**src/rtl/core/ldf_pkg.sv**
```systemverilog
// ----------------------------------------------------------------------------
// ldf_pkg
// Shared constants, codes and types of the lidar response deframer.
// ----------------------------------------------------------------------------
package ldf_pkg;

  localparam int unsigned PAYLOAD_DEPTH = 128;
  localparam int unsigned HEADER_BYTES  = 7;
  localparam int unsigned POS_W         = $clog2(PAYLOAD_DEPTH + HEADER_BYTES + 1);

  localparam int unsigned KIND_W = 2;
  localparam int unsigned BYTE_W = 8;
  localparam int unsigned IDX_W  = 7;
  localparam int unsigned LEN_W  = 30;
  localparam int unsigned MODE_W = 2;
  localparam int unsigned INFO_W = 32;

  localparam logic [KIND_W-1:0] KIND_BYTE         = 2'd0;
  localparam logic [KIND_W-1:0] KIND_RESTART_SYNC = 2'd1;
  localparam logic [KIND_W-1:0] KIND_RESTART_DATA = 2'd2;

  localparam logic [BYTE_W-1:0] SYNC_FIRST  = 8'hA5;
  localparam logic [BYTE_W-1:0] SYNC_SECOND = 8'h5A;
  localparam logic [3:0]        NIB_FIRST   = 4'hA;
  localparam logic [3:0]        NIB_SECOND  = 4'h5;

  typedef struct packed {
    logic              data_written;
    logic [IDX_W-1:0]  data_index;
    logic [BYTE_W-1:0] data_value;
    logic              data_kept;
    logic              frame_done;
    logic              overrun_error;
    logic [LEN_W-1:0]  payload_length;
    logic [MODE_W-1:0] send_mode;
    logic [BYTE_W-1:0] desc_type;
  } ldf_result_t;

endpackage

```
**src/rtl/core/ldf_in_if.sv**
```systemverilog
// ----------------------------------------------------------------------------
// ldf_in_if
// Input channel: received bytes and restart items.
// ----------------------------------------------------------------------------
interface ldf_in_if;
  logic       valid;
  logic       ready;
  logic [1:0] kind;
  logic [7:0] rx_byte;

  modport source (output valid, kind, rx_byte, input ready);
  modport sink   (input valid, kind, rx_byte, output ready);
endinterface

```
**src/rtl/core/ldf_rsp_if.sv**
```systemverilog
// ----------------------------------------------------------------------------
// ldf_rsp_if
// Result channel: one deframer result per input transfer.
// ----------------------------------------------------------------------------
interface ldf_rsp_if;
  logic        valid;
  logic        ready;
  logic        data_written;
  logic [6:0]  data_index;
  logic [7:0]  data_value;
  logic        data_kept;
  logic        frame_done;
  logic        overrun_error;
  logic [29:0] payload_length;
  logic [1:0]  send_mode;
  logic [7:0]  desc_type;

  modport source (output valid, data_written, data_index, data_value, data_kept,
                  frame_done, overrun_error, payload_length, send_mode, desc_type,
                  input ready);
  modport sink   (input valid, data_written, data_index, data_value, data_kept,
                  frame_done, overrun_error, payload_length, send_mode, desc_type,
                  output ready);
endinterface

```
**src/rtl/core/ldf_step.sv**
```systemverilog
// ----------------------------------------------------------------------------
// ldf_step
// Deframer state and per-byte next-state logic: sync hunt, descriptor
// capture, payload indexing, express sync check, done and overrun.
// ----------------------------------------------------------------------------
module ldf_step (
  input  logic                      clk_i,
  input  logic                      rst_ni,
  input  logic                      cfg_we_i,
  input  logic                      cfg_wdata_i,
  input  logic                      accept_i,
  input  logic [1:0]                kind_i,
  input  logic [7:0]                rx_byte_i,
  output ldf_pkg::ldf_result_t      result_o
);
  import ldf_pkg::*;

  logic [POS_W-1:0]  pos_q, pos_d, pos_inc, di;
  logic [INFO_W-1:0] info_q, info_d;
  logic [BYTE_W-1:0] type_q, type_d;
  logic              halted_q, halted_d;
  logic              esc_q;
  logic [LEN_W:0]    total;
  logic              kept;

  assign total   = {1'b0, info_q[LEN_W-1:0]} + (LEN_W+1)'(HEADER_BYTES);
  assign di      = pos_q - POS_W'(HEADER_BYTES);
  assign pos_inc = pos_q + POS_W'(1);
  assign kept    = !(esc_q && (((di == '0) && (rx_byte_i[7:4] != NIB_FIRST)) ||
                               ((di == POS_W'(1)) && (rx_byte_i[7:4] != NIB_SECOND))));

  always_comb begin
    pos_d    = pos_q;
    info_d   = info_q;
    type_d   = type_q;
    halted_d = halted_q;
    result_o = '0;
    unique case (kind_i)
      KIND_RESTART_SYNC: begin
        pos_d    = '0;
        halted_d = 1'b0;
      end
      KIND_RESTART_DATA: begin
        pos_d    = POS_W'(HEADER_BYTES);
        halted_d = 1'b0;
      end
      KIND_BYTE: begin
        if (!halted_q) begin
          priority if (pos_q == POS_W'(0)) begin
            if (rx_byte_i == SYNC_FIRST) pos_d = POS_W'(1);
          end else if (pos_q == POS_W'(1)) begin
            pos_d = (rx_byte_i == SYNC_SECOND) ? POS_W'(2) : POS_W'(0);
          end else if (pos_q == POS_W'(2)) begin
            info_d = {24'd0, rx_byte_i};
            pos_d  = POS_W'(3);
          end else if (pos_q == POS_W'(3)) begin
            info_d[15:8] = info_q[15:8] | rx_byte_i;
            pos_d        = pos_inc;
          end else if (pos_q == POS_W'(4)) begin
            info_d[23:16] = info_q[23:16] | rx_byte_i;
            pos_d         = pos_inc;
          end else if (pos_q == POS_W'(5)) begin
            info_d[31:24] = info_q[31:24] | rx_byte_i;
            pos_d         = pos_inc;
          end else if (pos_q == POS_W'(6)) begin
            type_d              = rx_byte_i;
            pos_d               = POS_W'(HEADER_BYTES);
            result_o.frame_done = (info_q[LEN_W-1:0] == '0);
          end else begin
            if (di >= POS_W'(PAYLOAD_DEPTH)) begin
              halted_d = 1'b1;
            end else begin
              result_o.data_written = 1'b1;
              result_o.data_index   = IDX_W'(di);
              result_o.data_value   = rx_byte_i;
              result_o.data_kept    = kept;
              if (kept) begin
                pos_d = pos_inc;
                if ((LEN_W+1)'(pos_inc) == total) begin
                  result_o.frame_done = 1'b1;
                end else if ((LEN_W+1)'(pos_inc) > total) begin
                  halted_d = 1'b1;
                end
              end else if (di == POS_W'(1)) begin
                pos_d = pos_q - POS_W'(1);
              end
            end
          end
        end
      end
      default: begin
      end
    endcase
    result_o.overrun_error  = halted_d;
    result_o.payload_length = info_d[LEN_W-1:0];
    result_o.send_mode      = info_d[INFO_W-1:LEN_W];
    result_o.desc_type      = type_d;
  end

  always_ff @(posedge clk_i or negedge rst_ni) begin
    if (!rst_ni) begin
      pos_q    <= '0;
      info_q   <= '0;
      type_q   <= '0;
      halted_q <= 1'b0;
      esc_q    <= 1'b0;
    end else begin
      if (cfg_we_i) esc_q <= cfg_wdata_i;
      if (accept_i) begin
        pos_q    <= pos_d;
        info_q   <= info_d;
        type_q   <= type_d;
        halted_q <= halted_d;
      end
    end
  end

endmodule

```
**src/rtl/core/ldf_out_reg.sv**
```systemverilog
// ----------------------------------------------------------------------------
// ldf_out_reg
// Result register with valid/ready; refills in the cycle it drains.
// ----------------------------------------------------------------------------
module ldf_out_reg (
  input  logic                 clk_i,
  input  logic                 rst_ni,
  input  logic                 load_i,
  input  ldf_pkg::ldf_result_t result_i,
  output logic                 space_o,
  ldf_rsp_if.source            rsp_o
);
  import ldf_pkg::*;

  logic        valid_q;
  ldf_result_t res_q;

  assign space_o = !valid_q || rsp_o.ready;

  always_ff @(posedge clk_i or negedge rst_ni) begin
    if (!rst_ni) begin
      valid_q <= 1'b0;
    end else if (space_o) begin
      valid_q <= load_i;
    end
  end

  always_ff @(posedge clk_i) begin
    if (load_i) res_q <= result_i;
  end

  assign rsp_o.valid          = valid_q;
  assign rsp_o.data_written   = res_q.data_written;
  assign rsp_o.data_index     = res_q.data_index;
  assign rsp_o.data_value     = res_q.data_value;
  assign rsp_o.data_kept      = res_q.data_kept;
  assign rsp_o.frame_done     = res_q.frame_done;
  assign rsp_o.overrun_error  = res_q.overrun_error;
  assign rsp_o.payload_length = res_q.payload_length;
  assign rsp_o.send_mode      = res_q.send_mode;
  assign rsp_o.desc_type      = res_q.desc_type;

endmodule

```
**src/rtl/core/lidar_response_deframer_core.sv**
```systemverilog
// ----------------------------------------------------------------------------
// lidar_response_deframer_core
// Result: valid in the cycle after the input transfer (result register).
// Throughput: 1 item per cycle while results are taken; state updates in the cycle of the transfer.
// Reset: async active low; sync hunt, descriptor cleared, not halted,
// express sync check off, no result pending.
// ----------------------------------------------------------------------------
module lidar_response_deframer_core (
  input  logic      clk_i,
  input  logic      rst_ni,
  input  logic      cfg_we_i,
  input  logic      cfg_wdata_i,
  ldf_in_if.sink    rx_i,
  ldf_rsp_if.source rsp_o
);
  import ldf_pkg::*;

  logic        space;
  logic        accept;
  ldf_result_t result;

  assign rx_i.ready = space;
  assign accept     = rx_i.valid && space;

  ldf_step u_step (
    .clk_i       (clk_i),
    .rst_ni      (rst_ni),
    .cfg_we_i    (cfg_we_i),
    .cfg_wdata_i (cfg_wdata_i),
    .accept_i    (accept),
    .kind_i      (rx_i.kind),
    .rx_byte_i   (rx_i.rx_byte),
    .result_o    (result)
  );

  ldf_out_reg u_out (
    .clk_i    (clk_i),
    .rst_ni   (rst_ni),
    .load_i   (accept),
    .result_i (result),
    .space_o  (space),
    .rsp_o    (rsp_o)
  );

  a_accept_gives_result: assert property (@(posedge clk_i) disable iff (!rst_ni)
    rx_i.valid && rx_i.ready |=> rsp_o.valid)
    else $error("input transfer produced no result");

  a_empty_takes_input: assert property (@(posedge clk_i) disable iff (!rst_ni)
    !rsp_o.valid |-> rx_i.ready)
    else $error("input stalled with empty result register");

  a_restart_clears: assert property (@(posedge clk_i) disable iff (!rst_ni)
    rx_i.valid && rx_i.ready &&
    (rx_i.kind == KIND_RESTART_SYNC || rx_i.kind == KIND_RESTART_DATA)
    |=> !rsp_o.overrun_error && !rsp_o.data_written)
    else $error("restart left overrun or wrote data");

endmodule
```
**src/flat_wrapper.sv**
```systemverilog
// flat-port wrapper written by rule: the top's interface ports become plain ports
module lidar_response_deframer_core_flat import ldf_pkg::*;
  (clk_i, rst_ni, cfg_we_i, cfg_wdata_i, rx_i_valid, rx_i_kind, rx_i_rx_byte, rx_i_ready, rsp_o_valid, rsp_o_data_written, rsp_o_data_index, rsp_o_data_value, rsp_o_data_kept, rsp_o_frame_done, rsp_o_overrun_error, rsp_o_payload_length, rsp_o_send_mode, rsp_o_desc_type, rsp_o_ready);
  ldf_in_if rx_i_i ();
  ldf_rsp_if rsp_o_i ();
  input  logic clk_i;
  input  logic rst_ni;
  input  logic cfg_we_i;
  input  logic cfg_wdata_i;
  input wire logic [$bits(rx_i_i.valid)-1:0] rx_i_valid;
  input wire logic [$bits(rx_i_i.kind)-1:0] rx_i_kind;
  input wire logic [$bits(rx_i_i.rx_byte)-1:0] rx_i_rx_byte;
  output wire logic [$bits(rx_i_i.ready)-1:0] rx_i_ready;
  output wire logic [$bits(rsp_o_i.valid)-1:0] rsp_o_valid;
  output wire logic [$bits(rsp_o_i.data_written)-1:0] rsp_o_data_written;
  output wire logic [$bits(rsp_o_i.data_index)-1:0] rsp_o_data_index;
  output wire logic [$bits(rsp_o_i.data_value)-1:0] rsp_o_data_value;
  output wire logic [$bits(rsp_o_i.data_kept)-1:0] rsp_o_data_kept;
  output wire logic [$bits(rsp_o_i.frame_done)-1:0] rsp_o_frame_done;
  output wire logic [$bits(rsp_o_i.overrun_error)-1:0] rsp_o_overrun_error;
  output wire logic [$bits(rsp_o_i.payload_length)-1:0] rsp_o_payload_length;
  output wire logic [$bits(rsp_o_i.send_mode)-1:0] rsp_o_send_mode;
  output wire logic [$bits(rsp_o_i.desc_type)-1:0] rsp_o_desc_type;
  input wire logic [$bits(rsp_o_i.ready)-1:0] rsp_o_ready;
  assign rx_i_i.valid = rx_i_valid;
  assign rx_i_i.kind = rx_i_kind;
  assign rx_i_i.rx_byte = rx_i_rx_byte;
  assign rx_i_ready = rx_i_i.ready;
  assign rsp_o_valid = rsp_o_i.valid;
  assign rsp_o_data_written = rsp_o_i.data_written;
  assign rsp_o_data_index = rsp_o_i.data_index;
  assign rsp_o_data_value = rsp_o_i.data_value;
  assign rsp_o_data_kept = rsp_o_i.data_kept;
  assign rsp_o_frame_done = rsp_o_i.frame_done;
  assign rsp_o_overrun_error = rsp_o_i.overrun_error;
  assign rsp_o_payload_length = rsp_o_i.payload_length;
  assign rsp_o_send_mode = rsp_o_i.send_mode;
  assign rsp_o_desc_type = rsp_o_i.desc_type;
  assign rsp_o_i.ready = rsp_o_ready;
  lidar_response_deframer_core u_core (.clk_i(clk_i), .rst_ni(rst_ni), .cfg_we_i(cfg_we_i), .cfg_wdata_i(cfg_wdata_i), .rx_i(rx_i_i), .rsp_o(rsp_o_i));
endmodule
```
**config.mk**
```make
export PLATFORM = sky130hd
export DESIGN_NAME = lidar_response_deframer_core_flat
export DESIGN_NICKNAME = d
export VERILOG_FILES = /design/src/rtl/core/ldf_pkg.sv /design/src/rtl/core/ldf_in_if.sv /design/src/rtl/core/ldf_rsp_if.sv /design/src/rtl/core/ldf_step.sv /design/src/rtl/core/ldf_out_reg.sv /design/src/rtl/core/lidar_response_deframer_core.sv /design/src/flat_wrapper.sv
export SDC_FILE = /design/constraint.sdc
export NUM_CORES = 1
export LEC_CHECK = 0
export BUFFER_PORTS_ARGS = -buffer_cell sky130_fd_sc_hd__buf_2
export CORE_ASPECT_RATIO = 1.2
export CORE_MARGIN = 5
export CORE_UTILIZATION = 32
export DETAILED_ROUTE_END_ITERATION = 8
export GPL_TIMING_DRIVEN = 0
export MAX_ROUTING_LAYER = met4
export PLACE_DENSITY = 0.57
export SLEW_MARGIN = 5
export SYNTH_ARGS = -nofsm -noshare
export SYNTH_HDL_FRONTEND = slang
export SYNTH_SLANG_ARGS = --single-unit
export TNS_END_PERCENT = 5
```
**constraint.sdc**
```tcl
create_clock -name clk_i -period 4.5 [get_ports clk_i]
set_input_delay 0.675 -clock clk_i [delete_from_list [all_inputs] [get_ports clk_i]]
set_output_delay 0.675 -clock clk_i [all_outputs]
set_load 0.01 [all_outputs]
```
# Yosys cells after proc, flatten, opt, wreduce, memory -nomap -nowiden
# Index checks and enable logic that the tools add are counted.
# word_totals
elab_cells,112
register_bits,110
# classes
n_mux,51
magnitude_cmp,2
add_sub_neg,4
reduce_logical,18
eq_ne,18
bitwise,4
# op_table
cell,count
$mux W8,26
$mux W32,4
$add A30 B3 Y31 const B,1
$eq A8 B31 Y1,1
$gt A8 B31 Y1,1
$logic_not A30 Y1,1
$eq A8 B3 Y1 const B,3
$mux W24,1
$or A8 B8 Y8,3
$pmux W8 S3,1
$mux W18,1
$eq A8 B1 Y1 const B,2
$eq A8 B2 Y1 const B,2
$logic_not A8 Y1,2
$mux W16,1
$mux W1,15
$ne A10 B10 Y1 const B,1
$reduce_or A10 Y1,1
$ne A9 B9 Y1 const B,1
$reduce_or A9 Y1,1
$add A8 B1 Y8 const B,1
$eq A8 B7 Y1 const B,1
$eq A8 B8 Y1 const B,1
$ge A8 B8 Y1 const B,1
other kinds (19),24

# Depth between registers and ports, before layout
# Gate-level depths: netlist of run 1.
# logic_depth
word_depth,16
mapped_depth,14
mapped_depth_nobuf,13

# Hierarchy
# From an unflattened synthesis of run 1, not the netlist that was laid out.
# hier_totals
cells_unflattened,582
area_unflattened_um2,6209.7
# modules_own_cells
mod,cells_per_inst,area_each_um2,instances
ldf_step,519,4384.2,1
ldf_out_reg,62,1819.2,1
lidar_response_deframer_core,1,6.3,1

# Worst setup path after synthesis of run 1
# OpenSTA, ideal clock, no wires.
# synth_timing
path_type,input port to flip-flop
from,input rsp_o_ready
to,"register u_core.u_out.res_q (netlist bit u_core.u_out.rsp_o.data_index[0]), enable pin"
slack_ps,1183
required_ps,4054
cell_stages,4
arrival_time_ps,2871
path_cell_list,nand2b_1 > nand2_1 > inv_1 > clkbuf_1
# synth_between
elab_chain_cells,2
# synth_lines
element,line,text
"start, declared",flat_wrapper.sv:24,input wire logic [$bits(rsp_o_i.ready)-1:0] rsp_o_ready;
$logic_or A1 B1 Y1,ldf_out_reg.sv:18,assign space_o = !valid_q || rsp_o.ready;
$logic_and A1 B1 Y1,lidar_response_deframer_core.sv:23,assign accept = rx_i.valid && space;
named net u_core.accept,lidar_response_deframer_core.sv:19,logic accept;
"end signal, assigned",ldf_out_reg.sv:29,if (load_i) res_q <= result_i;
"end, declared",ldf_out_reg.sv:16,ldf_result_t res_q;
# The timed path passes the listed nets, and every way through them passes these cells.
# A chain may end at the register's enable or synchronous reset.

==> flow_metrics.tcl, run 1 <==
set metrics [dict create \
    hold_ws_ns 0.363 \
    cts.sinks 110 \
    cp.depth 14 \
    fin_crit_sh 0.796 \
    cap_viol_max_count 0 \
    synthTopCellsByArea "edfxtp_1, dfrtp_1, nand2_1" \
    gr-usage-met1 0.198 \
    r2r_cells 14 \
    numCtsBuffers 9 \
    grt_util_all_layers 0.159 \
    netSwitchingFraction 0.393 \
    place_hpwl_um 11800 \
    dp.cells 931 \
    setup_violations 0 \
    slew_viol_final 0 \
    post_cts_resized 0 \
    switchingPower_mw 1.60 \
    yosysWarnings 0 \
    internal_power_mw 2.48 \
    max_freq_ghz 0.279 \
    grt-busiest-layer "met2" \
    peakVddDrop_mv 0.209 \
    syn_inst 604 \
    core_area_sq_um 18300 \
    antenna_left 0 \
    grt_first_pass_wirelength_um 26100 \
    synth_top_cell_area_share 0.296 \
    ys_types 67 \
    antenna_found_initial 1 \
    async_flop_share 0.464 \
    final_nets 721 \
    crit_buf_inv 1 \
    grt_pass1_vias 4689 \
    cts_setup_buffers 0 \
    p_leak_nw 3.06 \
    fillers 1846 \
    dieArea_sq_um 21600 \
    via_per_inst 5.09 \
    ys_ff_latch 110 \
    fp-row-count 54 \
    slew_headroom 0.191 \
    fin_crit_ns 3.58 \
    hold_path_class "in2async" \
    setup_tns_ns 0 \
    worstPathRequired_ns 4.59 \
    yosys.area.top_type "edfxtp_1" \
    crit_type "reg2reg" \
    slowest_stage "dfrtp_1" \
    grtUsageMet2 0.258 \
    clk_latency_ns 0.36 \
    die_width_um 135 \
    grt_overflow_total 0 \
    initial_utilization 0.327 \
    crit_fanout 8 \
    grt_max_degree 67 \
    synth_edf_count 59 \
    syn-cell-area_sq_um 5990 \
    seqPwrFrac 0.387 \
    synth.net_count 635 \
    clockRootBuffer "clkbuf_16" \
    htree_levels 3 \
    drtIter0Drc 363 \
    finalHoldViolCount 0 \
    cts_buffer_depth 2 \
    place.gp.congestion 0.934 \
    clkPwrFrac 0.205 \
    met3_usage 0.0242 \
    fin_cells 948 \
    finClkSkew_ns 0.0142 \
    ios 77 \
    cts_tree "built" \
    p_per_area_nw_per_um2 582 \
    synth_area_per_cell_sq_um 9.92 \
    wl_per_cell_um 17.4 \
    die_h_um 160 \
    startpoint_type "flip-flop" \
    clk_pin_slew_worst_paths_ns 0.08 \
    synth.yosys.seq_area_share 0.509 \
    ys.flop_type "edfxtp_1" \
    total_power_mw 4.09 \
    crit_family "simple AND/OR/NAND/NOR gates" \
    crit_path_max_incr_delay_ns 0.57 \
    worst_pin_slew_ns 1.20 \
    cp.arrival_ns 3.67 \
    drive_gt1_frac 0.176 \
    pwr-share-comb 0.408 \
    vias 4826 \
    rsz0062_at_grt "false" \
    drc 0 \
    status "finished clean" \
    critPathCaptureType "flip-flop" \
    cp_common_cell "a21o_1" \
    io_buffers 74 \
    ctsHoldBuffers 0 \
    syn_to_final_growth_pct 17.2 \
    routed_wl_um 16500 \
    drt_pass1_iterations 6 \
    cp_cell_sequence "ha_1 -> clkbuf_1 -> and2_1 -> nand2_1 -> or2_2 -> nand2_1 -> ha_1 -> a21o_1 -> a21o_1 -> a21o_1 -> a221oi_1 -> nor3b_1 -> nand4_1 -> a21oi_1" \
]
[per-stage QoR]
| stage | cell area (sq um) | worst slack, ns | util |
|---|---|---|---|
| detailed placement | 6710 | 0.925 | 0.366 |
| CTS | 7020 | 0.919 | 0.383 |
| finish | 7020 | 0.920 | 0.384 |
| global route | 7020 | 0.726 | 0.384 |
| global placement | 6680 | 0.0452 | 0.365 |
| floorplan | 5990 | 1.18 | - |
[flip-flops by register name, summed over array words and instances, names as in the netlist]
signal / cells
u_core.u_out.rsp_o.data_index: 7
u_core.u_out.rsp_o.data_kept: 1
u_core.u_out.rsp_o.data_value: 8
u_core.u_out.rsp_o.data_written: 1
u_core.u_out.rsp_o.desc_type: 8
u_core.u_out.rsp_o.frame_done: 1
u_core.u_out.rsp_o.overrun_error: 1
u_core.u_out.rsp_o.payload_length: 30
u_core.u_out.rsp_o.send_mode: 2
u_core.u_out.rsp_o.valid: 1
u_core.u_step.esc_q: 1
u_core.u_step.halted_q: 1
u_core.u_step.info_q: 32
u_core.u_step.pos_q: 8
u_core.u_step.type_q: 8
[kinds of logic (layout without fill, tap and decap cells)]
| logic type | count (synthesis) | in the layout | synth area share |
|---|---|---|---|
| mux | 21 | 21 | 0.0390 |
| compound gates | 111 | 111 | 0.126 |
| flops | 110 | 110 | 0.509 |
| simple gates | 275 | 275 | 0.233 |
| buf+inv | 53 | 144 | 0.0349 |
| fa+ha+maj | 15 | 15 | 0.0313 |
| xor+xnor | 19 | 19 | 0.0278 |
| other cells | 0 | 1 | 0 |
[worst paths after layout]
check | from | end | slack [ns]
max in group asynchronous | rst_ni | u_core.u_step.info_q[20]$_DFFE_PN0P_ | 3.69
max reg2reg | u_core.u_step.pos_q[0]$_DFFE_PN0P_ | u_core.u_out.rsp_o.overrun_error$_DFFE_PP_ | 0.92
min reg2reg | u_core.u_step.type_q[5]$_DFFE_PN0P_ | u_core.u_step.type_q[5]$_DFFE_PN0P_ | 0.49
min in group clk_i | u_core.u_step.type_q[5]$_DFFE_PN0P_ | u_core.u_step.type_q[5]$_DFFE_PN0P_ | 0.49
min | rst_ni | u_core.u_step.info_q[8]$_DFFE_PN0P_ | 0.36
max | u_core.u_step.pos_q[0]$_DFFE_PN0P_ | u_core.u_out.rsp_o.overrun_error$_DFFE_PP_ | 0.92
[cell usage in the layout, fill, tap and decap left out, types with 14 or more instances in the layout]
cell,Yosys,layout
a21oi_1,36,36
and2_1,16,16
buf_2,5,78
clkbuf_1,30,29
dfrtp_1,51,51
edfxtp_1,59,59
ha_1,15,15
nand2_1,92,92
nand3_1,14,14
nor2_1,59,59
nor3_1,19,19
o21ai_0,17,17
[cell usage after synthesis (all sizes together) (3+ instances only)]
master / n
nor2b: 3
or2: 3
nand3: 15
buf: 9
or3: 6
a211o: 5
nor4: 12
nor4b: 4
o22ai: 4
nand2: 92
and2: 16
o21a: 3
or4bb: 4
and3: 8
mux2: 19
nand3b: 3
o31a: 4
edfxtp: 59
inv: 13
a211oi: 4
nor3: 19
a22o: 13
xnor2: 11
nor3b: 4
a21o: 7
ha: 15
nor2: 59
a21oi: 36
o21ai: 17
nand4: 11
dfrtp: 51
nand2b: 7
xor2: 8
clkbuf: 30
[power by group through the flow]
stage               clock (mW)  sequential [mW]  combinational (mW)
global placement             0             1.60                1.67
finish                   0.839             1.58                1.67
floorplan                    0             1.58                1.18
CTS                      0.866             1.58                1.68
detailed placement           0             1.60                1.67
global route             0.898             1.61                1.88
[layout make-up]
type / count / area (sq um) / share of cell area
clock buffers: 10 / 239 / 0.0340
clock inverters: 6 / 68.8 / 0.00980
well taps: 252 / 315 / 0.0449
plain buffers: 39 / 160 / 0.0228
diodes: 1 / 2.50 / 0.000356
multi-input cells: 441 / 2740 / 0.390
flip-flops and latches: 110 / 3050 / 0.434
repair buffers: 75 / 400 / 0.0570
inverters: 14 / 52.6 / 0.00748
[layer usage]
| metal | vias to the layer above | part of all wire |
|---|---|---|
| met1 | 2316 | 0.44 |
| met5 | - | 0 |
| met2 | 126 | 0.49 |
| li1 | 2355 | - |
| met3 | 29 | 0.039 |
| met4 | 0 | 0.033 |
No activity file was read; power rests on OpenSTA's default activity.
==> run 2: changes to the inputs <==
PLACE_DENSITY = 0.59   (was 0.57)
clock period = 3.1 ns   (was 4.5 ns; I/O delays follow)
==> flow_metrics.tcl, run 2 (same netlist as run 1, synthesis figures left out) <==
set metrics [dict create \
    fp-row-count 54 \
    p_per_area_nw_per_um2 840 \
    cp_cell_sequence "buf_2 -> or4_1 -> clkbuf_1 -> nor3b_4 -> and2_1 -> or4_1 -> clkbuf_1 -> inv_2 -> and2_1" \
    grt_pass1_vias 4771 \
    drive_gt1_frac 0.188 \
    clkPwrFrac 0.185 \
    switchingPower_mw 2.37 \
    fillers 1848 \
    place_hpwl_um 11800 \
    antenna_found_initial 1 \
    grt_max_degree 68 \
    crit_type "reg2reg" \
    rrSetupSlack_ns -0.003 \
    vias 4873 \
    drt_pass1_iterations 5 \
    slew_headroom 0.383 \
    critPathCaptureType "flip-flop" \
    cts_tree "built" \
    drtIter0Drc 341 \
    worst_pin_slew_ns 0.913 \
    via_per_inst 5.15 \
    slew_viol_final 0 \
    worst_r2r_startpoint "u_core.u_step.pos_q[5]$_DFFE_PN0P_" \
    max_freq_ghz 0.322 \
    grt_first_pass_wirelength_um 26200 \
    crit_family "simple AND/OR/NAND/NOR gates" \
    dieArea_sq_um 21600 \
    cts_setup_buffers 0 \
    cts.sinks 110 \
    rr_endpoint "u_core.u_out.rsp_o.data_value[2]$_SDFFCE_PP0P_" \
    crit_buf_inv 4 \
    wl_per_cell_um 17.4 \
    fin_cells 946 \
    routed_wl_um 16400 \
    peakVddDrop_mv 0.306 \
    antenna_left 0 \
    htree_levels 3 \
    crit_fanout 10 \
    fin_crit_ns 3.10 \
    clk_latency_ns 0.36 \
    cp.arrival_ns 3.22 \
    startpoint_type "flip-flop" \
    place.gp.congestion 0.924 \
    clk_pin_slew_worst_paths_ns 0.07 \
    internal_power_mw 3.54 \
    regMostFlops "u_core.u_step.info_q" \
    final_cell_mix "nand2_1, buf_2, nor2_1, edfxtp_1, dfrtp_1" \
    numCtsBuffers 9 \
    rsz0062_at_grt "true" \
    worstPathRequired_ns 3.22 \
    clockRootBuffer "clkbuf_16" \
    syn_to_final_growth_pct 17.4 \
    crit_path_max_incr_delay_ns 0.49 \
    grt_util_all_layers 0.159 \
    slowest_stage "clkbuf_1" \
    drc 0 \
    ios 77 \
    hold_path_class "in2async" \
    cts_buffer_depth 2 \
    io_buffers 74 \
    fin_crit_sh 1.00 \
    p_leak_nw 3.05 \
    seqPwrFrac 0.390 \
    fin_ws_ns -0.00330 \
    final_common_cell "nand2_1" \
    r2r_cells 9 \
    pre_cts_slack_ns -0.405 \
    finalHoldViolCount 0 \
    largest_reg_flops 32 \
    final_nets 720 \
    cap_viol_max_count 0 \
    finClkSkew_ns 0.0100 \
    grt_overflow_total 0 \
    die_h_um 160 \
    initial_utilization 0.327 \
    startpoint "u_core.u_step.pos_q[5]$_DFFE_PN0P_" \
    status "complete, but fails checks" \
    pwr-share-comb 0.425 \
    cp-endpoint "u_core.u_out.rsp_o.data_value[2]$_SDFFCE_PP0P_" \
    violations "setup timing" \
    dp.cells 931 \
    setup_violations 2 \
    die_width_um 135 \
    core_area_sq_um 18300 \
    netSwitchingFraction 0.402 \
    cp.depth 9 \
]
[run 2: per-layer routing]
metal,GRT usage,wire length (um)
met1,0.190,6900
met2,0.268,8370
met3,0.0223,746
met4,0.0655,419
met5,-,0
[run 2: cell type report]
cell class              instances  area [sq um]  area share
multi-input cells             441          2790       0.397
inverters                      14          52.6     0.00747
well taps                     252           315      0.0448
repair buffers                 75           400      0.0569
clock buffers                  10           229      0.0325
diodes                          1          2.50    0.000356
flip-flops and latches        110          3050       0.433
clock inverters                 5          35.0     0.00498
plain buffers                  38           159      0.0226
[run 2: repair_timing]
action                                  4_1_cts  5_1_grt
pin swaps                                     1        0
resized for setup                             6        7
endpoints found under the setup margin       21       31
hold buffers                                  0        0
cloned                                        0        0
[run 2: how the worst min path moves through the flow]
| stage | endpoint | start | cells after the start | slack [ns] |
|---|---|---|---|---|
| floorplan | u_core.u_out.rsp_o.valid$_DFFE_PN0N_ | rst_ni | 0 | 0.17 |
| detailed placement | u_core.u_step.type_q[2]$_DFFE_PN0P_ | u_core.u_step.type_q[2]$_DFFE_PN0P_ | 1 | 0.48 |
| CTS | u_core.u_out.rsp_o.valid$_DFFE_PN0N_ | rx_i_valid | 2 | 0.30 |
| global route | u_core.u_step.info_q[17]$_DFFE_PN0P_ | rst_ni | 1 | 0.23 |
| finish | u_core.u_step.info_q[22]$_DFFE_PN0P_ | rst_ni | 1 | 0.15 |
| global placement | u_core.u_step.type_q[2]$_DFFE_PN0P_ | u_core.u_step.type_q[2]$_DFFE_PN0P_ | 1 | 0.47 |
[run 2: per-stage QoR]
step / utilization / power, mW / cell area (sq um) / TNS [ns] / hold slack (ns)
floorplan: - / 4.00 / 5990 / 0 / 0.169
global placement: 0.365 / 4.72 / 6680 / -1.78 / 0.468
detailed placement: 0.366 / 4.74 / 6710 / -1.94 / 0.477
CTS: 0.382 / 5.88 / 6990 / 0 / 0.299
global route: 0.384 / 6.32 / 7040 / -1.16 / 0.229
finish: 0.384 / 5.91 / 7040 / -0.00443 / 0.150
[run 2: power by group through the flow]
| stage | Sequential [mW] | Combinational (mW) | Clock [mW] |
|---|---|---|---|
| after floorplan | 2.29 | 1.71 | 0 |
| after global placement | 2.32 | 2.40 | 0 |
| after detailed placement | 2.32 | 2.41 | 0 |
| after CTS | 2.30 | 2.45 | 1.13 |
| after global routing | 2.36 | 2.79 | 1.17 |
| final | 2.30 | 2.51 | 1.10 |
==> run 3: changes to the inputs <==
ABC_AREA = 1   (was unset)
BUFFER_PORTS_ARGS = unset   (was -buffer_cell sky130_fd_sc_hd__buf_2)
CELL_PAD_IN_SITES_DETAIL_PLACEMENT = 2   (was unset)
CELL_PAD_IN_SITES_GLOBAL_PLACEMENT = 2   (was unset)
DONT_BUFFER_PORTS = 1   (was unset)
PLACE_DENSITY = 0.8   (was 0.59)
==> flow_metrics.tcl, run 3 <==
set metrics [dict create \
    cp_common_cell "nand2_1" \
    clk_latency_ns 0.37 \
    crit_type "reg2reg" \
    setup_tns_ns 0 \
    vias 5615 \
    peakVddDrop_mv 0.317 \
    place_area_sq_um 6700 \
    cap_viol_max_count 0 \
    core_area_sq_um 19500 \
    startpoint_type "flip-flop" \
    slowest_stage "dfrtp_2" \
    die_width_um 139 \
    finalInstanceArea_sq_um 7080 \
    dieArea_sq_um 22800 \
    slew_headroom 0.409 \
    final_cell_mix "nand2_1, inv_1, nor2_1, nand3_1, o21ai_0" \
    drtIter0Drc 319 \
    ys_ff_latch 110 \
    crit_buf_inv 2 \
    async_flop_share 0.464 \
    largest_reg_flops 32 \
    syn_to_final_growth_pct 11.2 \
    yosysWarnings 0 \
    cts.sinks 110 \
    p_per_area_nw_per_um2 772 \
    clk_pin_slew_worst_paths_ns 0.09 \
    dp.cells 1068 \
    drt_pass1_iterations 4 \
    synth.yosys.seq_area_share 0.479 \
    rsz0062_at_grt "false" \
    r2r_cells 21 \
    grt_first_pass_wirelength_um 36000 \
    die_h_um 165 \
    n_antenna_cell 0 \
    final_nets 852 \
    grt_overflow_total 0 \
    fin_crit_ns 2.89 \
    crit_family "simple AND/OR/NAND/NOR gates" \
    antenna_left 0 \
    synth_area_per_cell_sq_um 7.89 \
    synth_top_cell_area_share 0.278 \
    grt_util_all_layers 0.212 \
    ys_types 41 \
    crit_fanout 5 \
    worst_pin_slew_ns 0.886 \
    slew_viol_final 0 \
    fin_cells 1087 \
    antenna_found_initial 0 \
    wl_per_cell_um 21.3 \
    finClkSkew_ns 0.0128 \
    fin_crit_sh 0.933 \
    hold_depth 1 \
    setup_violations 0 \
    drc 0 \
    cts_tree "built" \
    status "finished clean" \
    via_per_inst 5.17 \
    clockRootBuffer "clkbuf_16" \
    worstPathRequired_ns 3.41 \
    crit_path_max_incr_delay_ns 0.46 \
    synthTopCellsByArea "edfxtp_1, dfrtp_1, nand2_1" \
    synthTopCellsByCount "nand2_1, inv_1, nor2_1, nand3_1, o21ai_0" \
    place.gp.congestion 0.865 \
    syn-cell-area_sq_um 6370 \
    io_buffers 0 \
    p_leak_nw 3.00 \
    synth.net_count 838 \
    place_hpwl_um 17600 \
    cp.depth 21 \
    numCtsBuffers 9 \
    htree_levels 3 \
    critPathCaptureType "flip-flop" \
    hold_path_class "in2reg" \
    drive_gt1_frac 0.0872 \
    initial_utilization 0.326 \
    syn_inst 807 \
    grt_pass1_vias 6138 \
    grt_max_degree 69 \
    yosysMostFrequentCell "nand2_1" \
    regMostFlops "u_core.u_step.info_q" \
    cts_buffer_depth 2 \
    hold_ws_ns 0.242 \
    finalHoldViolCount 0 \
    final_common_cell "nand2_1" \
    max_freq_ghz 0.346 \
    synth_edf_count 59 \
    cp_cell_sequence "ha_2 -> nand2_1 -> inv_1 -> nand3_1 -> nor2_2 -> xor2_1 -> ha_1 -> nand2_1 -> inv_1 -> nand2_1 -> nand2_1 -> nand2_1 -> nand3_1 -> nand3_1 -> nor2_1 -> nand4_1 -> nor2_2 -> nand2_2 -> nand2_1 -> nand3_1 -> nand2_1" \
    yosys.area.top_type "edfxtp_1" \
    cp.arrival_ns 3.20 \
    routed_wl_um 23200 \
    fp-row-count 56 \
    ys.flop_type "edfxtp_1" \
    ios 77 \
]
[run 3: cell families (layout without fill, tap and decap cells)]
family / after synthesis / after routing / synth area share
simple gates: 450 / 450 / 0.307
buf+inv: 111 / 130 / 0.0690
flops: 110 / 110 / 0.479
compound gates: 105 / 105 / 0.0934
fa+ha+maj: 15 / 15 / 0.0295
xor+xnor: 15 / 15 / 0.0206
mux: 1 / 1 / 0.00177
[run 3: power by group]
group	internal, mW	total (mW)	switching, mW	leakage, nW
Combinational	0.616	2.01	1.39	1.58
Clock	0.591	1.21	0.619	0.150
Sequential	1.90	2.25	0.347	1.27
[run 3: final cells by class]
class,count,area [sq um]
sequential,110,3050
timing repair buffer,3,45.0
clock buffer,10,239
fill,2256,12500
multi-input combinational,586,2910
clock inverter,6,61.3
inverter,97,364
buffer,14,80.1
tap,261,327
[run 3: worst paths after layout]
kind	end	from	slack, ns
worst max register to register	u_core.u_step.halted_q$_DFFE_PN0P_	u_core.u_step.pos_q[0]$_DFFE_PN0P_	0.21
worst min register to register	u_core.u_step.type_q[1]$_DFFE_PN0P_	u_core.u_step.type_q[1]$_DFFE_PN0P_	0.51
max in group asynchronous	u_core.u_step.info_q[12]$_DFFE_PN0P_	rst_ni	2.21
worst min-delay path	u_core.u_step.esc_q$_DFFE_PN0P_	cfg_wdata_i	0.24
min in group asynchronous	u_core.u_step.pos_q[2]$_DFFE_PN0P_	rst_ni	0.59
worst max-delay path	u_core.u_step.halted_q$_DFFE_PN0P_	u_core.u_step.pos_q[0]$_DFFE_PN0P_	0.21
[run 3: repair_timing]
| item | in CTS | in global routing |
|---|---|---|
| endpoints found under the hold margin | 51 | 0 |
| hold buffers | 2 | 0 |
| endpoints found under the setup margin | 3 | 3 |
| buffers inserted | 1 | 0 |
| pin swaps | 0 | 2 |
| gates resized for setup | 3 | 11 |
[run 3: metrics by stage]
stage | setup WS, ns | total power [mW] | utilization
floorplan | 0.620 | 3.54 | -
global placement | -0.123 | 4.13 | 0.342
detailed placement | -0.143 | 4.22 | 0.342
CTS | 0.0150 | 5.52 | 0.361
global route | 0.00123 | 5.85 | 0.362
finish | 0.208 | 5.47 | 0.362
[run 3: metal layers]
layer | vias to the layer above | track usage | routed length [um]
met3 | 33 | 0.0342 | 757
met5 | - | - | 0
met1 | 2823 | 0.230 | 9300
li1 | 2665 | - | -
met4 | 0 | 0.0654 | 572
met2 | 94 | 0.398 | 12600
